<file path="config.mk">
export PLATFORM = sky130hd
export DESIGN_NAME = filtered_speed_pi_loop_top
export DESIGN_NICKNAME = d
export VERILOG_FILES = /design/src/rtl/fspl_pkg.sv /design/src/rtl/fspl_div5.sv /design/src/rtl/fspl_mac.sv /design/src/rtl/filtered_speed_pi_loop_top.sv
export VERILOG_INCLUDE_DIRS = /design/src /design/src/rtl
export SDC_FILE = /design/constraint.sdc
export NUM_CORES = 1
export LEC_CHECK = 0
export ABC_AREA = 1
export BUFFER_PORTS_ARGS = -buffer_cell sky130_fd_sc_hd__buf_2
export CAP_MARGIN = 40
export CORE_UTILIZATION = 55
export CTS_BUF_LIST = sky130_fd_sc_hd__clkbuf_8
export DETAILED_ROUTE_END_ITERATION = 8
export GPL_TIMING_DRIVEN = 0
export PLACE_DENSITY = 0.72
export SLEW_MARGIN = 25
export SYNTH_ARGS = -nofsm -noshare
export SYNTH_HDL_FRONTEND = slang
export SYNTH_HIERARCHICAL = 1
export SYNTH_SLANG_ARGS = --single-unit
</file>
<file path="constraint.sdc">
create_clock -name clock -period 14.2 [get_ports clock]
set_clock_uncertainty 0.05 [all_clocks]
set_input_delay 2.84 -clock clock [delete_from_list [all_inputs] [get_ports clock]]
set_output_delay 2.84 -clock clock [all_outputs]
set_load 0.01 [all_outputs]
</file>
<file path="src/rtl/filtered_speed_pi_loop_top_macros.svh">
// Assertion helpers for the speed PI loop.
`ifndef FILTERED_SPEED_PI_LOOP_TOP_MACROS_SVH
`define FILTERED_SPEED_PI_LOOP_TOP_MACROS_SVH

// Same-cycle implication.
`define FSPL_ASSERT_IMPL(lbl, clk, rst, ante, cons, msg) \
   lbl: assert property (@(posedge clk) disable iff (rst) (ante) |-> (cons)) else $error(msg);

// Next-cycle implication.
`define FSPL_ASSERT_NEXT(lbl, clk, rst, ante, cons, msg) \
   lbl: assert property (@(posedge clk) disable iff (rst) (ante) |=> (cons)) else $error(msg);

`endif

</file>
<file path="src/rtl/fspl_pkg.sv">
package fspl_pkg;

   localparam int FILT_BITS      = 26;
   localparam int INTEG_BITS     = 23;
   localparam int COUNT_BITS     = 16;
   localparam int GAIN_BITS      = 16;
   localparam int DRIVE_BITS     = 16;
   localparam int DIV_BITS       = 2;
   localparam int CSR_INDEX_BITS = 2;
   localparam int CSR_DATA_BITS  = 16;

   localparam int INTEGRAL_LIMIT_DEF = 10000;
   localparam int FRACTION_BITS_DEF  = 8;

   localparam int TARGET_FAST    = 110;
   localparam int TARGET_SLOW    = 55;
   localparam int FILTER_DIVISOR = 5;

   localparam logic [GAIN_BITS-1:0] PROP_GAIN_RST  = 16'd30720;
   localparam logic [GAIN_BITS-1:0] INTEG_GAIN_RST = 16'd102;
   localparam logic [DIV_BITS-1:0]  SPEED_DIV_RST  = 2'd2;

   typedef enum logic [CSR_INDEX_BITS-1:0] {
      REG_PROP_GAIN,
      REG_INTEG_GAIN,
      REG_AVOID_MODE,
      REG_SPEED_DIVISOR
   } csr_reg_type;

   typedef enum logic [2:0] {
      ST_IDLE,
      ST_DIVIDE,
      ST_INTEG,
      ST_LAUNCH,
      ST_MAC
   } fsm_state_type;

   typedef struct packed {
      logic busy;
      logic done;
   } unit_stat_type;

   // Width of the filter dividend 4*filt + (sum << frac), signed.
   function automatic int dividend_bits(int frac);
      int a;
      int b;
      a = FILT_BITS + 2;
      b = COUNT_BITS + 1 + frac;
      return ((a > b) ? a : b) + 1;
   endfunction

endpackage

</file>
<file path="src/rtl/fspl_div5.sv">
module fspl_div5 #(
   parameter int FRACTION_BITS = fspl_pkg::FRACTION_BITS_DEF
) (
   input  logic                                                clock,
   input  logic                                                reset,
   input  logic                                                start,
   input  logic [fspl_pkg::dividend_bits(FRACTION_BITS)-1:0]  dividend,
   output logic [fspl_pkg::dividend_bits(FRACTION_BITS)-1:0]  quotient,
   output fspl_pkg::unit_stat_type                             stat
);
   import fspl_pkg::*;

   localparam int XW       = dividend_bits(FRACTION_BITS);
   localparam int REM_BITS = $clog2(FILTER_DIVISOR);
   localparam int CNT_BITS = $clog2(XW + 1);

   logic [XW-1:0]       num_ff, num_in;
   logic [REM_BITS-1:0] rem_ff, rem_in;
   logic [CNT_BITS-1:0] cnt_ff, cnt_in;
   logic                done_ff, done_in;
   logic [REM_BITS:0]   trial;
   logic                ge;

   // Restoring long division, one quotient bit per cycle, MSB first.
   // Quotient bits shift into the low end as dividend bits leave the top.
   always_comb begin
      trial   = {rem_ff, num_ff[XW-1]};
      ge      = (trial >= (REM_BITS+1)'(FILTER_DIVISOR));
      num_in  = num_ff;
      rem_in  = rem_ff;
      cnt_in  = cnt_ff;
      done_in = done_ff;
      if (start) begin
         num_in  = dividend;
         rem_in  = '0;
         cnt_in  = CNT_BITS'(XW);
         done_in = 1'b0;
      end else if (cnt_ff != '0) begin
         num_in  = {num_ff[XW-2:0], ge};
         rem_in  = ge ? REM_BITS'(trial - (REM_BITS+1)'(FILTER_DIVISOR))
                      : trial[REM_BITS-1:0];
         cnt_in  = cnt_ff - CNT_BITS'(1);
         done_in = (cnt_ff == CNT_BITS'(1));
      end
   end

   always_ff @(posedge clock) begin
      if (reset) begin
         cnt_ff  <= '0;
         done_ff <= 1'b0;
      end else begin
         cnt_ff  <= cnt_in;
         done_ff <= done_in;
      end
   end

   always_ff @(posedge clock) begin
      num_ff <= num_in;
      rem_ff <= rem_in;
   end

   assign quotient  = num_ff;
   assign stat.busy = (cnt_ff != '0);
   assign stat.done = done_ff;

endmodule

</file>
<file path="src/rtl/fspl_mac.sv">
module fspl_mac #(
   parameter int FRACTION_BITS = fspl_pkg::FRACTION_BITS_DEF
) (
   input  logic                                     clock,
   input  logic                                     reset,
   input  logic                                     start,
   input  logic signed [fspl_pkg::FILT_BITS-1:0]    filt,
   input  logic signed [fspl_pkg::INTEG_BITS-1:0]   integ,
   input  logic        [fspl_pkg::GAIN_BITS-1:0]    prop_gain,
   input  logic        [fspl_pkg::GAIN_BITS-1:0]    integ_gain,
   output fspl_pkg::unit_stat_type                  stat,
   output logic signed [fspl_pkg::DRIVE_BITS-1:0]   drive
);
   import fspl_pkg::*;

   localparam int AW       = FILT_BITS + GAIN_BITS + 1;
   localparam int SH       = 2 * FRACTION_BITS;
   localparam int CNT_BITS = $clog2(GAIN_BITS + 1);
   localparam logic signed [AW-1:0] DRV_MAX = AW'((1 <<< (DRIVE_BITS - 1)) - 1);
   localparam logic signed [AW-1:0] DRV_MIN = -DRV_MAX - AW'(1);

   logic signed [FILT_BITS-1:0]  fop_ff, fop_in;
   logic signed [INTEG_BITS-1:0] iop_ff, iop_in;
   logic signed [FILT_BITS:0]    both_ff, both_in;
   logic [GAIN_BITS-1:0]         kp_ff, kp_in;
   logic [GAIN_BITS-1:0]         ki_ff, ki_in;
   logic signed [AW-1:0]         acc_ff, acc_in;
   logic [CNT_BITS-1:0]          cnt_ff, cnt_in;
   logic                         fin_ff, fin_in;
   logic                         done_ff, done_in;
   logic signed [DRIVE_BITS-1:0] drive_ff, drive_in;

   logic signed [AW-1:0] addend;
   logic signed [AW-1:0] shifted;
   logic signed [AW-1:0] trunc;
   logic                 round_up;

   // Gain bits select the addend; filt+integ is precomputed for 11.
   always_comb begin
      case ({kp_ff[GAIN_BITS-1], ki_ff[GAIN_BITS-1]})
         2'b10:   addend = AW'(fop_ff);
         2'b01:   addend = AW'(iop_ff);
         2'b11:   addend = AW'(both_ff);
         default: addend = '0;
      endcase
   end

   // Divide by 2^(2F) toward zero: negative with dropped bits rounds up.
   always_comb begin
      shifted  = acc_ff >>> SH;
      round_up = acc_ff[AW-1] & (|acc_ff[SH-1:0]);
      trunc    = shifted + (round_up ? AW'(1) : AW'(0));
   end

   always_comb begin
      fop_in   = fop_ff;
      iop_in   = iop_ff;
      both_in  = both_ff;
      kp_in    = kp_ff;
      ki_in    = ki_ff;
      acc_in   = acc_ff;
      cnt_in   = cnt_ff;
      fin_in   = fin_ff;
      done_in  = done_ff;
      drive_in = drive_ff;
      if (start) begin
         fop_in  = filt;
         iop_in  = integ;
         both_in = (FILT_BITS+1)'(filt) + (FILT_BITS+1)'(integ);
         kp_in   = prop_gain;
         ki_in   = integ_gain;
         acc_in  = '0;
         cnt_in  = CNT_BITS'(GAIN_BITS);
         fin_in  = 1'b0;
         done_in = 1'b0;
      end else if (cnt_ff != '0) begin
         // Horner step, gain bits MSB first
         acc_in = (acc_ff <<< 1) + addend;
         kp_in  = kp_ff << 1;
         ki_in  = ki_ff << 1;
         cnt_in = cnt_ff - CNT_BITS'(1);
         fin_in = (cnt_ff == CNT_BITS'(1));
      end else if (fin_ff) begin
         if (trunc > DRV_MAX) begin
            drive_in = DRIVE_BITS'(DRV_MAX);
         end else if (trunc < DRV_MIN) begin
            drive_in = DRIVE_BITS'(DRV_MIN);
         end else begin
            drive_in = DRIVE_BITS'(trunc);
         end
         fin_in  = 1'b0;
         done_in = 1'b1;
      end
   end

   always_ff @(posedge clock) begin
      if (reset) begin
         cnt_ff  <= '0;
         fin_ff  <= 1'b0;
         done_ff <= 1'b0;
      end else begin
         cnt_ff  <= cnt_in;
         fin_ff  <= fin_in;
         done_ff <= done_in;
      end
   end

   always_ff @(posedge clock) begin
      fop_ff   <= fop_in;
      iop_ff   <= iop_in;
      both_ff  <= both_in;
      kp_ff    <= kp_in;
      ki_ff    <= ki_in;
      acc_ff   <= acc_in;
      drive_ff <= drive_in;
   end

   assign stat.busy = (cnt_ff != '0) | fin_ff;
   assign stat.done = done_ff;
   assign drive     = drive_ff;

endmodule

</file>
<file path="src/rtl/filtered_speed_pi_loop_top.sv">
// Velocity PI loop of a two-wheel balancing robot. One req beat per control
// tick carries both encoder counts and the forward/backward flags; one rsp
// beat returns the drive term. The count sum is low-pass filtered
// (0.8 old + 0.2 new, Q(FRACTION_BITS)), added to an integral that also
// takes the commanded movement and is clamped to +-INTEGRAL_LIMIT, and
// drive = filt*Kp + integ*Ki scaled down by 2^(2F) toward zero, saturated
// to 16 bits. From acceptance, the filter's divide by 5 retires one quotient
// bit per cycle, and then the gain multiply consumes one bit of each 16-bit
// gain per cycle. One beat is in work at a time; the next req beat can be
// taken in the same cycle in which rsp_valid rises. A new req beat is taken
// while the previous result still sits in the rsp register.
// Configuration writes are taken at any time (csr_ready is always high) but
// must only happen while idle.
`include "filtered_speed_pi_loop_top_macros.svh"

module filtered_speed_pi_loop_top #(
   parameter int INTEGRAL_LIMIT = fspl_pkg::INTEGRAL_LIMIT_DEF,
   parameter int FRACTION_BITS  = fspl_pkg::FRACTION_BITS_DEF
) (
   input  logic                                       clock,
   input  logic                                       reset,
   // configuration write channel
   input  logic                                       csr_valid,
   output logic                                       csr_ready,
   input  logic [fspl_pkg::CSR_INDEX_BITS-1:0]        csr_index,
   input  logic [fspl_pkg::CSR_DATA_BITS-1:0]         csr_data,
   // input beats
   input  logic                                       req_valid,
   output logic                                       req_ready,
   input  logic signed [fspl_pkg::COUNT_BITS-1:0]     req_left_count,
   input  logic signed [fspl_pkg::COUNT_BITS-1:0]     req_right_count,
   input  logic                                       req_forward,
   input  logic                                       req_backward,
   // result beats
   output logic                                       rsp_valid,
   input  logic                                       rsp_ready,
   output logic signed [fspl_pkg::DRIVE_BITS-1:0]     rsp_drive
);
   import fspl_pkg::*;

   // ---------------------------------------------------------------------
   // Widths and elaboration-time constants
   // ---------------------------------------------------------------------
   localparam int XW       = dividend_bits(FRACTION_BITS);
   localparam int LIM_BITS = $clog2(INTEGRAL_LIMIT + 1) + FRACTION_BITS + 1;
   localparam int IW       = ((FILT_BITS + 2 > LIM_BITS) ? FILT_BITS + 2 : LIM_BITS) + 1;
   localparam int MW       = $clog2(TARGET_FAST + 1) + FRACTION_BITS + 1;

   // Integral clamp: +-limit intersected with the 23-bit store range.
   localparam logic signed [IW-1:0] LIM_Q =
      IW'(longint'(INTEGRAL_LIMIT) << FRACTION_BITS);
   localparam logic signed [IW-1:0] INTEG_MAX_Q =
      IW'((longint'(1) << (INTEG_BITS - 1)) - 1);
   localparam logic signed [IW-1:0] INTEG_MIN_Q = -INTEG_MAX_Q - IW'(1);
   localparam logic signed [IW-1:0] INTEG_HI = (LIM_Q < INTEG_MAX_Q) ? LIM_Q : INTEG_MAX_Q;
   localparam logic signed [IW-1:0] INTEG_LO = (-LIM_Q > INTEG_MIN_Q) ? -LIM_Q : INTEG_MIN_Q;

   // Movement step magnitudes in Q(F); divisor 3 truncates.
   localparam logic signed [MW-1:0] MOVE_FAST =
      MW'(longint'(TARGET_FAST) << FRACTION_BITS);
   localparam logic signed [MW-1:0] MOVE_SLOW =
      MW'(longint'(TARGET_SLOW) << FRACTION_BITS);
   localparam logic signed [MW-1:0] MOVE_THIRD =
      MW'((longint'(TARGET_FAST) << FRACTION_BITS) / 3);

   // Filter saturation magnitudes.
   localparam logic [XW-1:0] FILT_MAX_MAG = XW'((longint'(1) << (FILT_BITS - 1)) - 1);
   localparam logic [XW-1:0] FILT_MIN_MAG = FILT_MAX_MAG + XW'(1);

   // ---------------------------------------------------------------------
   // Registers
   // ---------------------------------------------------------------------
   logic [GAIN_BITS-1:0]          prop_gain_ff, prop_gain_in;
   logic [GAIN_BITS-1:0]          integ_gain_ff, integ_gain_in;
   logic                          avoid_mode_ff, avoid_mode_in;
   logic [DIV_BITS-1:0]           speed_divisor_ff, speed_divisor_in;

   fsm_state_type                 state_ff, state_in;
   logic signed [FILT_BITS-1:0]   filt_ff, filt_in;
   logic signed [INTEG_BITS-1:0]  integ_ff, integ_in;
   logic signed [MW-1:0]          move_ff, move_in;
   logic                          neg_ff, neg_in;
   logic                          rsp_valid_ff, rsp_valid_in;
   logic signed [DRIVE_BITS-1:0]  rsp_drive_ff, rsp_drive_in;

   // ---------------------------------------------------------------------
   // Combinational
   // ---------------------------------------------------------------------
   logic                          csr_fire;
   logic                          req_fire;
   logic                          out_free;
   logic                          div_start;
   logic                          filt_load;
   logic                          integ_load;
   logic                          mac_start;
   logic                          rsp_load;
   logic                          integ_ok;

   logic signed [COUNT_BITS:0]    count_sum;
   logic signed [XW-1:0]          x_val;
   logic [XW-1:0]                 x_mag;
   logic signed [MW-1:0]          step_mag;
   logic [XW-1:0]                 quo;
   logic [XW-1:0]                 q_clip;
   logic signed [FILT_BITS-1:0]   filt_new;
   logic signed [IW-1:0]          integ_sum;
   logic signed [IW-1:0]          integ_clamped;
   logic signed [DRIVE_BITS-1:0]  mac_drive;

   unit_stat_type                 div_stat;
   unit_stat_type                 mac_stat;

   assign csr_ready = 1'b1;
   assign csr_fire  = csr_valid & csr_ready;
   assign req_fire  = req_valid & req_ready;
   assign out_free  = ~rsp_valid_ff | rsp_ready;

   // Configuration registers.
   always_comb begin
      prop_gain_in     = prop_gain_ff;
      integ_gain_in    = integ_gain_ff;
      avoid_mode_in    = avoid_mode_ff;
      speed_divisor_in = speed_divisor_ff;
      if (csr_fire) begin
         case (csr_index)
            REG_PROP_GAIN:     prop_gain_in     = csr_data[GAIN_BITS-1:0];
            REG_INTEG_GAIN:    integ_gain_in    = csr_data[GAIN_BITS-1:0];
            REG_AVOID_MODE:    avoid_mode_in    = csr_data[0];
            REG_SPEED_DIVISOR: speed_divisor_in = csr_data[DIV_BITS-1:0];
            default: ;
         endcase
      end
   end

   // Step size: divisor 0 acts as 1; the slow target applies only at
   // divisor 1 with avoidance on. Divisor 2 halves 110 exactly to 55.
   always_comb begin
      case (speed_divisor_ff)
         2'd2:    step_mag = MOVE_SLOW;
         2'd3:    step_mag = MOVE_THIRD;
         default: step_mag = (avoid_mode_ff && (speed_divisor_ff == 2'd1)) ?
                             MOVE_SLOW : MOVE_FAST;
      endcase
   end

   // Filter dividend 4*filt + (sum << F), split into sign and magnitude
   // for the unsigned serial divider.
   always_comb begin
      count_sum = (COUNT_BITS+1)'(req_left_count) + (COUNT_BITS+1)'(req_right_count);
      x_val     = (XW'(filt_ff) <<< 2) + (XW'(count_sum) <<< FRACTION_BITS);
      x_mag     = x_val[XW-1] ? $unsigned(-x_val) : $unsigned(x_val);
   end

   // Quotient back to signed, saturated to the 26-bit filter range.
   always_comb begin
      if (neg_ff) begin
         q_clip = (quo > FILT_MIN_MAG) ? FILT_MIN_MAG : quo;
      end else begin
         q_clip = (quo > FILT_MAX_MAG) ? FILT_MAX_MAG : quo;
      end
      filt_new = neg_ff ? -FILT_BITS'(q_clip) : FILT_BITS'(q_clip);
   end

   // Integral update: the two clamps collapse into one interval.
   always_comb begin
      integ_sum = IW'(integ_ff) + IW'(filt_ff) - IW'(move_ff);
      if (integ_sum > INTEG_HI) begin
         integ_clamped = INTEG_HI;
      end else if (integ_sum < INTEG_LO) begin
         integ_clamped = INTEG_LO;
      end else begin
         integ_clamped = integ_sum;
      end
   end

   // Sequencer: next state.
   always_comb begin
      state_in = state_ff;
      case (state_ff)
         ST_IDLE:   if (req_fire) state_in = ST_DIVIDE;
         ST_DIVIDE: if (div_stat.done) state_in = ST_INTEG;
         ST_INTEG:  state_in = ST_LAUNCH;
         ST_LAUNCH: state_in = ST_MAC;
         ST_MAC:    if (mac_stat.done && out_free) state_in = ST_IDLE;
         default:   state_in = ST_IDLE;
      endcase
   end

   // Sequencer: strobes.
   always_comb begin
      req_ready  = 1'b0;
      filt_load  = 1'b0;
      integ_load = 1'b0;
      mac_start  = 1'b0;
      rsp_load   = 1'b0;
      case (state_ff)
         ST_IDLE:   req_ready  = 1'b1;
         ST_DIVIDE: filt_load  = div_stat.done;
         ST_INTEG:  integ_load = 1'b1;
         ST_LAUNCH: mac_start  = 1'b1;
         ST_MAC:    rsp_load   = mac_stat.done & out_free;
         default: ;
      endcase
   end

   assign div_start = req_fire;

   // Datapath next values.
   always_comb begin
      filt_in      = filt_load  ? filt_new : filt_ff;
      integ_in     = integ_load ? INTEG_BITS'(integ_clamped) : integ_ff;
      neg_in       = req_fire   ? x_val[XW-1] : neg_ff;
      move_in      = move_ff;
      if (req_fire) begin
         // forward wins over backward; forward drives the integral up
         if (req_forward) begin
            move_in = -step_mag;
         end else if (req_backward) begin
            move_in = step_mag;
         end else begin
            move_in = '0;
         end
      end
      rsp_valid_in = rsp_load | (rsp_valid_ff & ~rsp_ready);
      rsp_drive_in = rsp_load ? mac_drive : rsp_drive_ff;
   end

   // ---------------------------------------------------------------------
   // Units
   // ---------------------------------------------------------------------
   fspl_div5 #(
      .FRACTION_BITS (FRACTION_BITS)
   ) u_div5 (
      .clock    (clock),
      .reset    (reset),
      .start    (div_start),
      .dividend (x_mag),
      .quotient (quo),
      .stat     (div_stat)
   );

   fspl_mac #(
      .FRACTION_BITS (FRACTION_BITS)
   ) u_mac (
      .clock      (clock),
      .reset      (reset),
      .start      (mac_start),
      .filt       (filt_ff),
      .integ      (integ_ff),
      .prop_gain  (prop_gain_ff),
      .integ_gain (integ_gain_ff),
      .stat       (mac_stat),
      .drive      (mac_drive)
   );

   // ---------------------------------------------------------------------
   // Flops
   // ---------------------------------------------------------------------
   always_ff @(posedge clock) begin
      if (reset) begin
         prop_gain_ff     <= PROP_GAIN_RST;
         integ_gain_ff    <= INTEG_GAIN_RST;
         avoid_mode_ff    <= 1'b0;
         speed_divisor_ff <= SPEED_DIV_RST;
         state_ff         <= ST_IDLE;
         filt_ff          <= '0;
         integ_ff         <= '0;
         rsp_valid_ff     <= 1'b0;
      end else begin
         prop_gain_ff     <= prop_gain_in;
         integ_gain_ff    <= integ_gain_in;
         avoid_mode_ff    <= avoid_mode_in;
         speed_divisor_ff <= speed_divisor_in;
         state_ff         <= state_in;
         filt_ff          <= filt_in;
         integ_ff         <= integ_in;
         rsp_valid_ff     <= rsp_valid_in;
      end
   end

   always_ff @(posedge clock) begin
      move_ff      <= move_in;
      neg_ff       <= neg_in;
      rsp_drive_ff <= rsp_drive_in;
   end

   assign rsp_valid = rsp_valid_ff;
   assign rsp_drive = rsp_drive_ff;

   // ---------------------------------------------------------------------
   // Assertions
   // ---------------------------------------------------------------------
   assign integ_ok = (IW'(integ_ff) <= INTEG_HI) && (IW'(integ_ff) >= INTEG_LO);

   `FSPL_ASSERT_NEXT(a_div_starts, clock, reset, req_fire, div_stat.busy, "divider not started")
   `FSPL_ASSERT_IMPL(a_one_unit, clock, reset, div_stat.busy, !mac_stat.busy, "both units busy")
   `FSPL_ASSERT_IMPL(a_integ_range, clock, reset, 1'b1, integ_ok, "integral outside clamp")
   `FSPL_ASSERT_NEXT(a_rsp_load, clock, reset, rsp_load, rsp_valid && req_ready, "handoff lost")

endmodule

</file>
# Word-level counts from Yosys, hierarchy flattened
# Index checks and enable logic that the tools add are counted.
# Widths: inputs -> output; s select.
[word_totals]
output_inout_bits = 19
register_bits = 333
input_bits = 57
wordCells = 128
[op_classes]
magnitude_cmp = 7
n_reduce_logical = 19
bitwise_logic = 10
n_mux = 34
n_addsub = 13
eq_ne = 18
[op_table]
columns = ["op", "n"]
rows = [
  ["$pmux 43 s3", 1],
  ["$mux 16", 7],
  ["$mux 26", 4],
  ["$mux 29", 3],
  ["$mux 23", 2],
  ["$add 43x43->43", 1],
  ["$gt 43x16->1 const B", 1],
  ["$lt 43x16->1 const B", 1],
  ["$pmux 15 s2", 1],
  ["$add 28x25->29", 1],
  ["$gt 29x25->1 const B", 1],
  ["$gt 29x26->1 const B", 1],
  ["$neg 29->29", 1],
  ["$add 27x2->28", 1],
  ["$gt 28x23->1 const B", 1],
  ["$lt 28x23->1 const B", 1],
  ["$sub 27x16->28", 1],
  ["$add 23x26->27", 1],
  ["$add 26x23->27", 1],
  ["$neg 26->26", 1],
  ["$mux 5", 4],
  ["$add 16x16->17", 1],
  ["$neg 16->16", 1],
  ["$reduce_or 16->1", 1],
  ["27 further kinds", 62],
]

# Logic depth before layout (Yosys ltp)
[logic_depth]
ltp_word = 6
ltp_mapped = 33

# Hierarchy
# The synthesis kept the hierarchy.
[by_module_without_submodules]
columns = ["module", "area_per_inst_um2", "cells_each", "n_inst", "seq_area_each_um2"]
rows = [
  ["fspl_mac", 11800.1, 1630, 1, 4724.5],
  ["filtered_speed_pi_loop_top", 11069.4, 1826, 1, 2572.5],
  ["fspl_div5", 1783.0, 198, 1, 1051.0],
]

# Least setup slack after synthesis
# Ideal clock, no wire load.
[synth_path]
path_type = "reg-to-reg"
from = "register state_ff[1]"
to = "register u_mac.ki_ff[0] (enable)"
t_arrival_ns = 6.824
stages_incl_launch_ff = 6
path_slack_ns = 6.939
synth_period_minus_slack_ns = 7.261
path_buffers = 1
required_ns = 13.763
path_cell_list = "dfxtp_1 inv_1 nor3_1 clkbuf_1 nor2_1 inv_1"
[synth_via]
elab_chain_len = 3
[synth_rtl]
columns = ["item", "line", "source"]
rows = [
  ["start: declaration", "filtered_speed_pi_loop_top.sv:78", "fsm_state_type state_ff, state_in;"],
  ["start signal: assignment", "filtered_speed_pi_loop_top.sv:274", "state_ff <= state_in;"],
  ["$eq 3x2->1", "filtered_speed_pi_loop_top.sv:196", "case (state_ff)"],
  ["$mux 1", "filtered_speed_pi_loop_top.sv:196", ""],
  ["net mac_start", "filtered_speed_pi_loop_top.sv:95", "logic mac_start;"],
  ["$reduce_bool 2->1 (no line)", "-", ""],
  ["end signal: assignment", "fspl_mac.sv:113", "ki_ff <= ki_in;"],
  ["end: declaration", "fspl_mac.sv:26", "logic [GAIN_BITS-1:0] ki_ff, ki_in;"],
]
# The timed path passes the listed nets, and every way through them passes these cells.
# A chain may end at the register's enable or synchronous reset.

# Final worst setup path
[layout_path]
from = "input req_left_count[0] in the netlist's numbering"
to = "register u_div5.num_ff[27], in the netlist u_div5/quotient[27], data pin"
[layout_via]
elab_chain_len = 5
[layout_rtl]
columns = ["item", "line", "source"]
rows = [
  ["start: declaration", "filtered_speed_pi_loop_top.sv:30", "input logic signed [fspl_pkg::COUNT_BITS-1:0] req_left_count,"],
  ["$add 16x16->17 (*)", "filtered_speed_pi_loop_top.sv:149", "count_sum = (COUNT_BITS+1)'(req_left_count) + (COUNT_BITS+1)'(req_right_count);"],
  ["$add 28x25->29 (*)", "filtered_speed_pi_loop_top.sv:150", "x_val = (XW'(filt_ff) <<< 2) + (XW'(count_sum) <<< FRACTION_BITS);"],
  ["$neg 29->29", "filtered_speed_pi_loop_top.sv:151", "x_mag = x_val[XW-1] ? $unsigned(-x_val) : $unsigned(x_val);"],
  ["$mux 29 (*)", "filtered_speed_pi_loop_top.sv:151", ""],
  ["net x_mag[27]", "filtered_speed_pi_loop_top.sv:101", "logic [XW-1:0] x_mag;"],
  ["$mux 29 (*)", "fspl_div5.sv:33", "if (start) begin"],
  ["net u_div5.num_in[27]", "fspl_div5.sv:17", "logic [XW-1:0] num_ff, num_in;"],
  ["end signal: assignment", "fspl_div5.sv:58", "num_ff <= num_in;"],
  ["end: declaration", "fspl_div5.sv:17", ""],
]
# Mark *: on every way through the listed nets, which the timed path passes. The rest lies on a longest branch.

==> impl_metrics.py <==
metrics = {
    "cts": {
        "cts_tree": "built",
        "cts_buffer_depth": 3,
        "ctsResizeCount": 0,
        "cts_setup_buffers": 0,
        "cts_hold_repair.buffers": 0,
        "cts_sinks": 327,
        "h-tree-depth": 2,
        "cts_buffers": 55,
        "clk_latency_ps": 670,
        "cts_root_buffer": "clkbuf_8",
        "clk_pin_slew_ps": 60,
    },
    "routing": {
        "drt_iter0_markers": 1626,
        "drc": 0,
        "routed_wl_um": 68700,
        "num_vias": 23200,
        "avgViaCountPerCell": 5.23,
        "drtAntennaViolNets": 0,
        "drtPass1Iterations": 6,
        "wl_per_cell_um": 15.5,
    },
    "grt": {
        "grt.overflow.total": 0,
        "grt_pass1_vias": 21400,
        "grt_use_total_pct": 30.4,
        "antenna_found_initial": 0,
        "grt_pass1_wl_um": 108000,
        "grt_max_degree": 34,
    },
    "floorplan": {
        "die_y_um": 214,
        "die-area_um2": 45700,
        "die-width_um": 214,
        "coreArea_um2": 44200,
        "rows": 77,
        "io_pins": 76,
        "start_util_pct": 55.7,
    },
    "final_layout": {
        "nets": 4028,
        "drive_above_1_share_pct": 7.26,
        "fillCellCount": 4278,
        "final_cell_mix": "nand2_1 (1225), inv_1 (555), nor2_1 (400)",
        "area_growth_syn_to_layout_pct": 9.78,
        "regArea_um2": 8350,
        "n_antenna_cell": 0,
        "multi_input_area_um2": 13900,
        "postLayoutCoreUtil_pct": 61.2,
        "final_common_cell": "nand2_1",
    },
    "sta": {
        "setup_viol": 0,
        "tns_ps": 0,
        "min_period_ps": 6980,
        "hold_viol": 0,
        "timing.final.crit_share_pct": 49.1,
        "maxSlewViolCount": 0,
        "fmax_mhz": 143,
        "tightestPinTransition_ps": 789,
        "slew_headroom_pct": 47.4,
        "rsz0062_at_grt": "no",
    },
    "hold_path": {
        "hold_depth": 0,
        "hp-start": "u_mac/drive[14]",
        "min_to": "rsp_drive[14]",
        "min-delay-path-class": "reg2reg",
    },
    "setup_path": {
        "path_max_fanout": 5,
        "critical_path_class": "in2reg",
        "worstPathArrival_ps": 7320,
        "reg2reg_slack_ps": 10150,
        "crit_family": "simple AND/OR/NAND/NOR gates",
        "rr_endpoint": "integ_ff[4]",
        "reg2reg_depth": 22,
        "worst_setup_path_start_kind": "input port",
        "critPathMaxStageDelay_ps": 430,
        "cp.required_ps": 14540,
        "end_kind": "register",
        "cp_common_cell": "nand2_1",
        "r2r-start": "filt_ff[7]",
        "slowest_stage": "fa_1",
        "crit_buf_inv": 4,
    },
    "placement": {
        "gp_congestion": 0.982,
        "dp_hpwl_um": 55200,
        "io_buffers": 74,
    },
    "synth": {
        "synth_area_um2": 24600,
        "yosysWarnings": 6,
        "syn_avg_cell_area_um2": 6.75,
        "postSynthCellCount": 3653,
    },
    "power_and_ir_drop": {
        "ir_worst_vdd_mv": 0.119,
        "powerDensity_nw_per_um2": 182,
        "power.total_mw": 4.93,
        "p_sw_share_pct": 46.8,
        "pwr-share-comb_pct": 52.2,
        "p_clk_share_pct": 18.3,
        "power_switching_mw": 2.31,
        "seq_power_share_pct": 29.5,
        "p_leak_nw": 13.7,
        "internal-power_mw": 2.62,
    },
    "flow_run": {
        "max-cap-violations": 0,
    },
    "outcome": {
        "status": "finished clean",
    },
}
sequential cells by signal, summed over array words and instances, names as in the netlist, 23 cells and up:
name and cells:
filt_ff 26, u_div5/quotient 29, u_mac/iop_ff 23, integ_ff 23
u_mac/fop_ff 26, u_mac/acc_ff 43, u_mac/both_ff 27
routing by layer:
layer | global-route usage (%) | up-vias | wire [um] | share of wire (%)
met1 | 37.6 | 10400 | 29500 | 43
met5 | 0 | - | 0 | 0
met2 | 51.3 | 653 | 31700 | 46
li1 | - | 11900 | - | -
met3 | 3.87 | 193 | 3480 | 5.1
met4 | 17.1 | 0 | 4100 | 6.0
stage by stage:
step | area (um^2) | setup slack, ps | instances | hold slack (ps)
3_5_place_dp | 25900 | 6580 | 4333 | 355
5_1_grt | 27100 | 6630 | 4436 | 372
4_1_cts | 27100 | 7260 | 4436 | 361
3_3_place_gp | 25800 | 4330 | 4320 | 352
6_report | 27100 | 7220 | 4436 | 353
2_1_floorplan | 24600 | 6940 | 3654 | 350
power by group through the flow:
stage	clock network [mW]	logic, mW	registers (mW)
finish	0.902	2.57	1.45
global route	0.961	2.90	1.47
CTS	0.919	2.55	1.45
detailed placement	0	2.54	1.47
global placement	0	2.50	1.47
floorplan	0	1.93	1.40
final cells by class:
cell class	instances	share of cell area (%)
clock inverter	46	1.46
inverter	552	7.66
tap	592	2.74
multi-input combinational	2704	51.4
sequential	327	30.9
clock buffer	57	2.90
timing repair buffer	87	1.72
buffer	71	1.29
worst max path at each step:
stage | slack (ps) | end | from | cells after the start
final | 7220 | u_div5/quotient[27] | req_left_count[0] | 29
after global routing | 6630 | u_div5/quotient[27] | req_left_count[2] | 31
after CTS | 7260 | u_div5/quotient[27] | req_left_count[2] | 31
after detailed placement | 6580 | u_div5/quotient[27] | req_left_count[2] | 31
after global placement | 4330 | u_mac/ki_ff[3] | state_ff[1] | 5
after floorplan | 6940 | u_mac/ki_ff[0] | state_ff[1] | 5
(Power assumes the default switching activity.)
